### src/hdl/mmd_pkg.sv
// -----------------------------------------------------------------------------
// mmd_pkg
// Shared constants and types of the min/max decimator: field widths, register
// reset value, scan length ceiling and the result item carried to the output.
// -----------------------------------------------------------------------------
package mmd_pkg;

   // field widths
   localparam int SAMPLE_W = 16;
   localparam int SCAN_W   = 12;

   // output point count default and scan length ceiling
   localparam int OUT_POINTS_DEF = 400;
   localparam int MAX_SCAN       = 4095;

   // scan length after reset
   localparam logic [SCAN_W-1:0] SCAN_LENGTH_RST = SCAN_W'(400);

   // cycles for the window size pipeline to settle after reset or a write
   localparam int SETTLE_CYCLES = 4;
   localparam int SETTLE_W      = $clog2(SETTLE_CYCLES + 1);

   // number of results one sample can cause
   localparam int PUSH_W = 2;
   localparam logic [PUSH_W-1:0] PUSH_NONE = PUSH_W'(0);
   localparam logic [PUSH_W-1:0] PUSH_ONE  = PUSH_W'(1);
   localparam logic [PUSH_W-1:0] PUSH_TWO  = PUSH_W'(2);

   // one result item
   typedef struct packed {
      logic signed [SAMPLE_W-1:0] value;
      logic                       end_of_run;
      logic                       scan_done;
   } rsp_item_type;

   // results handed from the window logic to the output queue
   typedef struct packed {
      logic [PUSH_W-1:0] count;
      rsp_item_type      first;
      rsp_item_type      second;
   } rsp_push_type;

endpackage

### src/hdl/min_max_decimator_top.sv
// -----------------------------------------------------------------------------
// min_max_decimator_top
// A sample is held in the input register; its results then go into the result
// queue. Throughput: one sample per cycle, one result per cycle, while the
// queue has room, the output accepts and the window size pipeline has settled.
// Reset and every scan_length write clear the scan state; input then waits
// while the window size pipeline settles.
// -----------------------------------------------------------------------------
module min_max_decimator_top #(
   parameter int OUT_POINTS = mmd_pkg::OUT_POINTS_DEF
) (
   input  logic                          clock,
   input  logic                          reset,
   // input channel
   input  logic                          req_tvalid,
   output logic                          req_tready,
   input  logic [15:0]                   req_tdata,   // [15:0] sample
   // result channel
   output logic                          rsp_tvalid,
   input  logic                          rsp_tready,
   output logic [15:0]                   rsp_tdata,   // [15:0] value
   output logic                          rsp_tlast,   // end_of_run
   output logic                          rsp_tuser,   // [0] scan_done
   // scan_length register
   input  logic                          csr_wen,
   input  logic [mmd_pkg::SCAN_W-1:0]    csr_wdata
);
   import mmd_pkg::*;

   localparam int LEN_W = $clog2(2 * MAX_SCAN / OUT_POINTS + 2);
   localparam int ACC_W = $clog2(OUT_POINTS);

   logic              pass_mode;
   logic [SCAN_W-1:0] scan_count;
   logic [LEN_W-1:0]  base_length;
   logic [ACC_W-1:0]  step_inc;
   logic              cfg_ready;
   logic              room;
   rsp_push_type      push;
   rsp_item_type      rsp_item;

   // window sizing from the scan length
   mmd_scale #(
      .OUT_POINTS (OUT_POINTS)
   ) u_scale (
      .clock       (clock),
      .reset       (reset),
      .csr_wen     (csr_wen),
      .csr_wdata   (csr_wdata),
      .pass_mode   (pass_mode),
      .scan_count  (scan_count),
      .base_length (base_length),
      .step_inc    (step_inc),
      .cfg_ready   (cfg_ready)
   );

   // per-sample min/max tracking
   mmd_window #(
      .OUT_POINTS (OUT_POINTS)
   ) u_window (
      .clock       (clock),
      .reset       (reset),
      .clear       (csr_wen),
      .req_tvalid  (req_tvalid),
      .req_tready  (req_tready),
      .req_tdata   (req_tdata),
      .pass_mode   (pass_mode),
      .scan_count  (scan_count),
      .base_length (base_length),
      .step_inc    (step_inc),
      .cfg_ready   (cfg_ready),
      .room        (room),
      .push        (push)
   );

   // result queue toward the output transfer
   mmd_out_fifo u_out_fifo (
      .clock      (clock),
      .reset      (reset),
      .push       (push),
      .room       (room),
      .rsp_tvalid (rsp_tvalid),
      .rsp_tready (rsp_tready),
      .rsp_item   (rsp_item)
   );

   assign rsp_tdata = rsp_item.value;
   assign rsp_tlast = rsp_item.end_of_run;
   assign rsp_tuser = rsp_item.scan_done;

endmodule

### src/hdl/mmd_scale.sv
// -----------------------------------------------------------------------------
// mmd_scale
// Scan length register and window size unit: saturates the length, works out
// base = 2*count/OUT_POINTS by reciprocal multiply and the Bresenham step.
// -----------------------------------------------------------------------------
module mmd_scale #(
   parameter int OUT_POINTS = mmd_pkg::OUT_POINTS_DEF
) (
   input  logic                        clock,
   input  logic                        reset,
   input  logic                        csr_wen,
   input  logic [mmd_pkg::SCAN_W-1:0]  csr_wdata,
   output logic                        pass_mode,
   output logic [mmd_pkg::SCAN_W-1:0]  scan_count,
   output logic [$clog2(2 * mmd_pkg::MAX_SCAN / OUT_POINTS + 2)-1:0] base_length,
   output logic [$clog2(OUT_POINTS)-1:0] step_inc,
   output logic                        cfg_ready
);
   import mmd_pkg::*;

   localparam int LEN_W   = $clog2(2 * MAX_SCAN / OUT_POINTS + 2);
   localparam int ACC_W   = $clog2(OUT_POINTS);
   localparam int DBL_W   = SCAN_W + 1;
   localparam int SHIFT   = DBL_W + $clog2(OUT_POINTS);
   localparam int MULT_W  = DBL_W + 2;
   localparam int PROD_W  = DBL_W + MULT_W;
   localparam longint unsigned RECIP_FULL =
      ((64'd1 << SHIFT) + 64'(OUT_POINTS) - 64'd1) / 64'(OUT_POINTS);
   localparam logic [MULT_W-1:0] RECIP = MULT_W'(RECIP_FULL);
   localparam logic [SCAN_W:0]   POINTS_CMP = (SCAN_W + 1)'(OUT_POINTS);
   localparam logic [DBL_W-1:0]  POINTS_DBL = DBL_W'(OUT_POINTS);

   logic [SCAN_W-1:0]   scan_length_ff, scan_length_in;
   logic [SCAN_W-1:0]   count_ff, count_in;
   logic                pass_ff, pass_in;
   logic [DBL_W-1:0]    dbl_ff, dbl_in;
   logic [DBL_W-1:0]    dbl2_ff, dbl2_in;
   logic [PROD_W-1:0]   prod_ff, prod_in;
   logic [LEN_W-1:0]    base_ff, base_in;
   logic [ACC_W-1:0]    inc_ff, inc_in;
   logic [SETTLE_W-1:0] settle_ff, settle_in;

   // register write
   always_comb begin
      scan_length_in = csr_wen ? csr_wdata : scan_length_ff;
   end

   // saturate to the ceiling
   always_comb begin
      if (int'(scan_length_ff) > MAX_SCAN) begin
         count_in = SCAN_W'(MAX_SCAN);
      end else begin
         count_in = scan_length_ff;
      end
   end

   // doubled count times reciprocal, mode flag
   always_comb begin
      dbl_in  = {count_ff, 1'b0};
      prod_in = PROD_W'(dbl_in) * PROD_W'(RECIP);
      pass_in = {1'b0, count_ff} < POINTS_CMP;
   end

   // quotient from the product, remainder from the quotient
   always_comb begin
      base_in = LEN_W'(prod_ff >> SHIFT);
      dbl2_in = dbl_ff;
      inc_in  = ACC_W'(dbl2_ff - DBL_W'(DBL_W'(base_ff) * POINTS_DBL));
   end

   // settle count after reset or a write
   always_comb begin
      if (csr_wen) begin
         settle_in = SETTLE_W'(SETTLE_CYCLES);
      end else if (settle_ff != '0) begin
         settle_in = settle_ff - SETTLE_W'(1);
      end else begin
         settle_in = settle_ff;
      end
   end

   always_ff @(posedge clock) begin
      if (reset) begin
         scan_length_ff <= SCAN_LENGTH_RST;
         settle_ff      <= SETTLE_W'(SETTLE_CYCLES);
      end else begin
         scan_length_ff <= scan_length_in;
         settle_ff      <= settle_in;
      end
   end

   // pipeline payload
   always_ff @(posedge clock) begin
      count_ff <= count_in;
      pass_ff  <= pass_in;
      dbl_ff   <= dbl_in;
      prod_ff  <= prod_in;
      base_ff  <= base_in;
      dbl2_ff  <= dbl2_in;
      inc_ff   <= inc_in;
   end

   assign pass_mode   = pass_ff;
   assign scan_count  = count_ff;
   assign base_length = base_ff;
   assign step_inc    = inc_ff;
   assign cfg_ready   = (settle_ff == '0);

endmodule

### src/hdl/mmd_window.sv
// -----------------------------------------------------------------------------
// mmd_window
// Input register and per-sample window logic: pass-through or min/max tracking
// over Bresenham-sized windows, handing zero, one or two results per sample.
// -----------------------------------------------------------------------------
module mmd_window #(
   parameter int OUT_POINTS = mmd_pkg::OUT_POINTS_DEF
) (
   input  logic                          clock,
   input  logic                          reset,
   input  logic                          clear,
   input  logic                          req_tvalid,
   output logic                          req_tready,
   input  logic [mmd_pkg::SAMPLE_W-1:0]  req_tdata,
   input  logic                          pass_mode,
   input  logic [mmd_pkg::SCAN_W-1:0]    scan_count,
   input  logic [$clog2(2 * mmd_pkg::MAX_SCAN / OUT_POINTS + 2)-1:0] base_length,
   input  logic [$clog2(OUT_POINTS)-1:0] step_inc,
   input  logic                          cfg_ready,
   input  logic                          room,
   output mmd_pkg::rsp_push_type         push
);
   import mmd_pkg::*;

   localparam int LEN_W = $clog2(2 * MAX_SCAN / OUT_POINTS + 2);
   localparam int ACC_W = $clog2(OUT_POINTS);
   localparam logic [ACC_W:0] POINTS_SUM = (ACC_W + 1)'(OUT_POINTS);

   logic                       s1_valid_ff, s1_valid_in;
   logic signed [SAMPLE_W-1:0] s1_sample_ff;
   logic                       advance;

   logic [SCAN_W-1:0]          pos_ff, pos_in;
   logic [LEN_W-1:0]           fill_ff, fill_in;
   logic [LEN_W-1:0]           len_ff, len_in;
   logic [ACC_W-1:0]           acc_ff, acc_in;
   logic signed [SAMPLE_W-1:0] lo_ff, lo_in;
   logic [LEN_W-1:0]           lo_slot_ff, lo_slot_in;
   logic signed [SAMPLE_W-1:0] hi_ff, hi_in;
   logic [LEN_W-1:0]           hi_slot_ff, hi_slot_in;

   logic                       last;
   logic [SCAN_W-1:0]          pos_inc;
   logic [ACC_W:0]             acc_sum;
   logic [LEN_W-1:0]           fill_next;
   rsp_item_type               lo_item;
   rsp_item_type               hi_item;

   // input register handshake
   assign advance     = s1_valid_ff && room && cfg_ready;
   assign req_tready  = !s1_valid_ff || advance;
   assign s1_valid_in = (req_tvalid && req_tready) || (s1_valid_ff && !advance);

   always_ff @(posedge clock) begin
      if (reset) begin
         s1_valid_ff <= 1'b0;
      end else begin
         s1_valid_ff <= s1_valid_in;
      end
   end

   always_ff @(posedge clock) begin
      if (req_tvalid && req_tready) begin
         s1_sample_ff <= $signed(req_tdata);
      end
   end

   // scan position helpers
   assign last      = ({1'b0, pos_ff} + (SCAN_W + 1)'(1)) >= {1'b0, scan_count};
   assign pos_inc   = pos_ff + SCAN_W'(1);
   assign acc_sum   = {1'b0, acc_ff} + {1'b0, step_inc};
   assign fill_next = fill_ff + LEN_W'(1);

   // sample update and result selection
   always_comb begin
      pos_in     = pos_ff;
      fill_in    = fill_ff;
      len_in     = len_ff;
      acc_in     = acc_ff;
      lo_in      = lo_ff;
      lo_slot_in = lo_slot_ff;
      hi_in      = hi_ff;
      hi_slot_in = hi_slot_ff;
      push.count  = PUSH_NONE;
      push.first  = '0;
      push.second = '0;
      lo_item     = '0;
      hi_item     = '0;
      if (advance) begin
         if (pass_mode) begin
            // short scan: sample passes straight through
            push.count             = PUSH_ONE;
            push.first.value       = s1_sample_ff;
            push.first.end_of_run  = 1'b1;
            push.first.scan_done   = last;
            pos_in = last ? '0 : pos_inc;
         end else begin
            if (fill_ff == '0) begin
               // window start: size it and seed min/max
               if (acc_sum >= POINTS_SUM) begin
                  acc_in = ACC_W'(acc_sum - POINTS_SUM);
                  len_in = base_length + LEN_W'(1);
               end else begin
                  acc_in = acc_sum[ACC_W-1:0];
                  len_in = base_length;
               end
               lo_in      = s1_sample_ff;
               hi_in      = s1_sample_ff;
               lo_slot_in = '0;
               hi_slot_in = '0;
            end else begin
               // first occurrence wins on ties
               if (s1_sample_ff < lo_ff) begin
                  lo_in      = s1_sample_ff;
                  lo_slot_in = fill_ff;
               end
               if (s1_sample_ff > hi_ff) begin
                  hi_in      = s1_sample_ff;
                  hi_slot_in = fill_ff;
               end
            end

            lo_item.value = lo_in;
            hi_item.value = hi_in;

            if ((fill_next >= len_in) || last) begin
               // window closed: emit min and max in sample order
               push.count = PUSH_TWO;
               if (hi_slot_in < lo_slot_in) begin
                  push.first  = hi_item;
                  push.second = lo_item;
               end else begin
                  push.first  = lo_item;
                  push.second = hi_item;
               end
               push.first.end_of_run  = 1'b0;
               push.first.scan_done   = 1'b0;
               push.second.end_of_run = 1'b1;
               push.second.scan_done  = last;
               fill_in = '0;
               if (last) begin
                  pos_in = '0;
                  acc_in = '0;
               end else begin
                  pos_in = pos_inc;
               end
            end else begin
               fill_in = fill_next;
               pos_in  = pos_inc;
            end
         end
      end
   end

   // scan and window state, cleared by reset or a register write
   always_ff @(posedge clock) begin
      if (reset || clear) begin
         pos_ff     <= '0;
         fill_ff    <= '0;
         len_ff     <= '0;
         acc_ff     <= '0;
         lo_ff      <= '0;
         lo_slot_ff <= '0;
         hi_ff      <= '0;
         hi_slot_ff <= '0;
      end else begin
         pos_ff     <= pos_in;
         fill_ff    <= fill_in;
         len_ff     <= len_in;
         acc_ff     <= acc_in;
         lo_ff      <= lo_in;
         lo_slot_ff <= lo_slot_in;
         hi_ff      <= hi_in;
         hi_slot_ff <= hi_slot_in;
      end
   end

endmodule

### src/hdl/mmd_out_fifo.sv
// -----------------------------------------------------------------------------
// mmd_out_fifo
// Four-entry result queue: takes up to two results a cycle from the window
// logic while it has room, and hands out one result a cycle as the output accepts.
// -----------------------------------------------------------------------------
module mmd_out_fifo (
   input  logic                  clock,
   input  logic                  reset,
   input  mmd_pkg::rsp_push_type push,
   output logic                  room,
   output logic                  rsp_tvalid,
   input  logic                  rsp_tready,
   output mmd_pkg::rsp_item_type rsp_item
);
   import mmd_pkg::*;

   localparam int DEPTH = 4;
   localparam int PTR_W = $clog2(DEPTH);
   localparam int CNT_W = $clog2(DEPTH + 1);

   rsp_item_type     mem [DEPTH];
   logic [PTR_W-1:0] wr_ptr_ff, wr_ptr_in;
   logic [PTR_W-1:0] rd_ptr_ff, rd_ptr_in;
   logic [CNT_W-1:0] count_ff, count_in;
   logic             pop;

   assign rsp_tvalid = (count_ff != '0);
   assign pop        = rsp_tvalid && rsp_tready;
   assign rsp_item   = mem[rd_ptr_ff];
   // a pair always fits when at most two entries are held
   assign room       = (count_ff <= CNT_W'(DEPTH - 2));

   // pointer and fill bookkeeping
   always_comb begin
      wr_ptr_in = wr_ptr_ff + PTR_W'(push.count);
      rd_ptr_in = rd_ptr_ff + PTR_W'(pop);
      count_in  = count_ff + CNT_W'(push.count) - CNT_W'(pop);
   end

   always_ff @(posedge clock) begin
      if (reset) begin
         wr_ptr_ff <= '0;
         rd_ptr_ff <= '0;
         count_ff  <= '0;
      end else begin
         wr_ptr_ff <= wr_ptr_in;
         rd_ptr_ff <= rd_ptr_in;
         count_ff  <= count_in;
      end
   end

   // result storage
   always_ff @(posedge clock) begin
      if (push.count != PUSH_NONE) begin
         mem[wr_ptr_ff] <= push.first;
      end
      if (push.count == PUSH_TWO) begin
         mem[wr_ptr_ff + PTR_W'(1)] <= push.second;
      end
   end

endmodule

### config.mk
export PLATFORM = sky130hd
export DESIGN_NAME = min_max_decimator_top
export DESIGN_NICKNAME = d
export VERILOG_FILES = /design/src/hdl/mmd_pkg.sv /design/src/hdl/min_max_decimator_top.sv /design/src/hdl/mmd_scale.sv /design/src/hdl/mmd_window.sv /design/src/hdl/mmd_out_fifo.sv
export SDC_FILE = /design/constraint.sdc
export NUM_CORES = 1
export LEC_CHECK = 0
export BUFFER_PORTS_ARGS = -buffer_cell sky130_fd_sc_hd__buf_2
export CAP_MARGIN = 10
export CORE_UTILIZATION = 55
export DETAILED_ROUTE_END_ITERATION = 8
export PLACE_DENSITY = 0.72
export SYNTH_ARGS = -nofsm -noshare
export SYNTH_HDL_FRONTEND = slang
export SYNTH_SLANG_ARGS = --single-unit
### constraint.sdc
create_clock -name clock -period 7.5 [get_ports clock]
set_input_delay 0 -clock clock [delete_from_list [all_inputs] [get_ports clock]]
set_output_delay 0 -clock clock [all_outputs]
set_load 0.02 [all_outputs]
==> impl_metrics.py <==
metrics = {
    "cts": {
        "cts-root-buf": "clkbuf_16",
        "clock_sinks": 230,
        "cts_buffers": 26,
        "cts_resized": 0,
        "worstSkewPairLatency_ns": 0.54,
        "cts_tree": "built",
        "cts_buffer_depth": 3,
        "clkTransAtPathRegs_ns": 0.06,
        "htreeDepth": 1,
    },
    "setup_path": {
        "max_stage_delay_ns": 0.46,
        "critical_path_class": "reg2reg",
        "critPathCaptureType": "register",
        "path_buf_inv": 2,
        "regToRegSetupSlack_ns": 1.64,
        "path_delay_family": "compound AO/OA/AOI/OAI gates",
        "arrival_ns": 6.27,
        "cp_slowest_cell": "o21ai_1",
        "crit_required_ns": 7.91,
        "crit_path_start_kind": "register",
        "cp_max_fo": 8,
    },
    "yosys": {
        "avgSynthCellArea_sq_um": 9.85,
        "synth_ff_type": "dfxtp_1",
        "syn_area_sq_mm": 0.0152,
        "synth-warning-count": 0,
        "async_flop_share": 0,
        "ys_ff_latch": 230,
        "synth_seq_area_share": 0.360,
        "synth_edf_count": 88,
        "syn_nets": 1789,
        "synthCells": 1546,
        "synth_cell_types": 71,
    },
    "layout": {
        "antennaDiodeCount": 0,
        "syn_to_final_growth_pct": 12.7,
        "fillCellCount": 2194,
        "fin_nets": 1862,
        "final_common_cell": "ha_1",
        "layout_common_cells": "ha_1, inv_1, dfxtp_1, nand2_1, a21oi_1",
        "drive_gt1_frac": 0.0995,
    },
    "route": {
        "avgViaCountPerCell": 6.16,
        "routed_wl_mm": 38.2,
        "first_iter_violations": 1041,
        "vias": 12199,
        "wl_per_cell_microns": 19.3,
        "first_pass_iters": 5,
        "antenna_left": 0,
        "drc_errors": 0,
    },
    "global_route": {
        "grt_pass1_wl_mm": 62.6,
        "grt_use_met1": 0.372,
        "antenna_found_initial": 0,
        "grt_max_degree": 54,
        "grt.total_usage": 0.276,
        "use_met3": 0.0287,
        "grt_use_met2": 0.463,
        "grt_busiest_layer": "met2",
        "first_global_vias": 12333,
        "overflow": 0,
    },
    "timing": {
        "grt_setup_unrepaired": "no",
        "fin_crit_ns": 5.86,
        "skew_ns": 0.0161,
        "drv_slew": 0,
        "worst-slew-pin-transition_ns": 1.06,
        "fmax_mhz": 171,
        "setup_viol": 0,
        "fin_tns_setup_ns": 0,
        "hold_ws_ns": 0.183,
        "maxSlewHeadroom": 0.293,
        "hold_violations": 0,
        "fin_crit_sh": 0.781,
    },
    "place": {
        "io_buffers": 52,
        "hpwl_mm": 26.9,
        "gp_congestion": 0.881,
    },
    "die": {
        "ios": 53,
        "die_area_sq_mm": 0.0284,
        "die_height_microns": 168,
        "rows": 60,
        "core_area_sq_mm": 0.0270,
        "die_w_microns": 168,
        "start_util": 0.563,
    },
    "pwr": {
        "max-vdd-ir-drop_mv": 0.171,
        "p_leak_nw": 7.30,
        "power.density_mw_per_mm2": 227,
        "power_mw": 3.90,
    },
    "flow_run": {
        "maxCapViolations": 0,
    },
    "run_status": {
        "status": "finished, final reports clean",
    },
    "min_path": {
        "hp-class": "in2reg",
    },
}
==> logic make-up after synthesis <==
group	synth area share
buffers and inverters	0.0585
flip-flops	0.360
AND/OR/NAND/NOR	0.110
multiplexers	0.0836
AO/OA/AOI/OAI	0.170
XOR/XNOR	0.0213
adder cells (fa/ha/maj)	0.197
==> path summary, 6_finish.rpt <==
path                            from                   endpoint  cells after the start
setup / recovery  u_window.acc_ff[1]     u_out_fifo.count_ff[2]                     28
hold / removal         req_tdata[12]  u_window.s1_sample_ff[12]                      2
setup reg to reg  u_window.acc_ff[1]     u_out_fifo.count_ff[2]                     28
hold reg to reg   u_scale.dbl2_in[4]         u_scale.dbl2_ff[4]                      0
==> layer usage <==
layer	vias to the layer above	wire, microns
met1	5920	16700
met3	92	1950
met5	-	0
met4	0	1120
met2	402	18400
li1	5785	-
==> metrics by stage <==
step	std cells	instance area, sq um	setup slack, ns	util
after floorplan	1546	15200	1.70	-
after global placement	1878	15800	1.97	0.583
after detailed placement	1878	15800	1.80	0.583
after CTS	1978	17200	1.78	0.635
after global routing	1979	17200	1.09	0.635
final	1979	17200	1.64	0.635
==> cell type report <==
class / count / area [sq um] / share of cell area
Inverter: 143 / 537 / 0.0313
Timing Repair Buffer: 128 / 967 / 0.0563
Clock buffer: 33 / 711 / 0.0414
Tap cell: 341 / 427 / 0.0249
Sequential cell: 230 / 5490 / 0.320
Clock inverter: 14 / 151 / 0.00882
Multi-Input combinational cell: 1090 / 8890 / 0.518
==> power breakdown <==
part           switching, mW  internal [mW]
sequential            0.0750           1.37
combinational          0.655          0.515
clock                  0.513          0.772
==> Yosys cell counts, types with 10 or more instances <==
cell,n,share of area
xor2_1,12,0.0069
nor2b_1,16,0.0066
a21oi_1,96,0.032
nor2_1,96,0.024
edfxtp_1,88,0.17
and3_1,10,0.0041
o21ai_1,34,0.011
nand2_1,105,0.026
inv_1,142,0.035
nor3_1,11,0.0036
fa_1,49,0.064
a211oi_1,58,0.029
clkbuf_1,67,0.017
mux4_2,18,0.027
ha_1,161,0.13
a21o_1,16,0.0079
o2111ai_1,11,0.0063
nand4_1,20,0.0082
o211ai_1,10,0.0049
o221ai_1,17,0.0098
a221oi_1,42,0.024
mux2i_1,84,0.055
o21ai_0,51,0.017
dfxtp_1,142,0.19
xnor2_1,25,0.014
nand3_1,52,0.017
==> timing repair <==
item	in CTS	in global routing
hold buffers	53	0
endpoints found under the setup margin	0	0
hold endpoints to repair	36	0
buffers inserted	0	0
==> sequential cells by signal, indices dropped and copies added, names as in the netlist, 12 cells and up <==
name / count
u_window.s1_sample_ff: 16
u_scale.scan_count: 12
u_window.hi_ff: 16
u_window.lo_ff: 16
u_window.pos_ff: 12
u_scale.count_in: 12
u_out_fifo.mem: 72
Power figures use the tool's default switching activity.
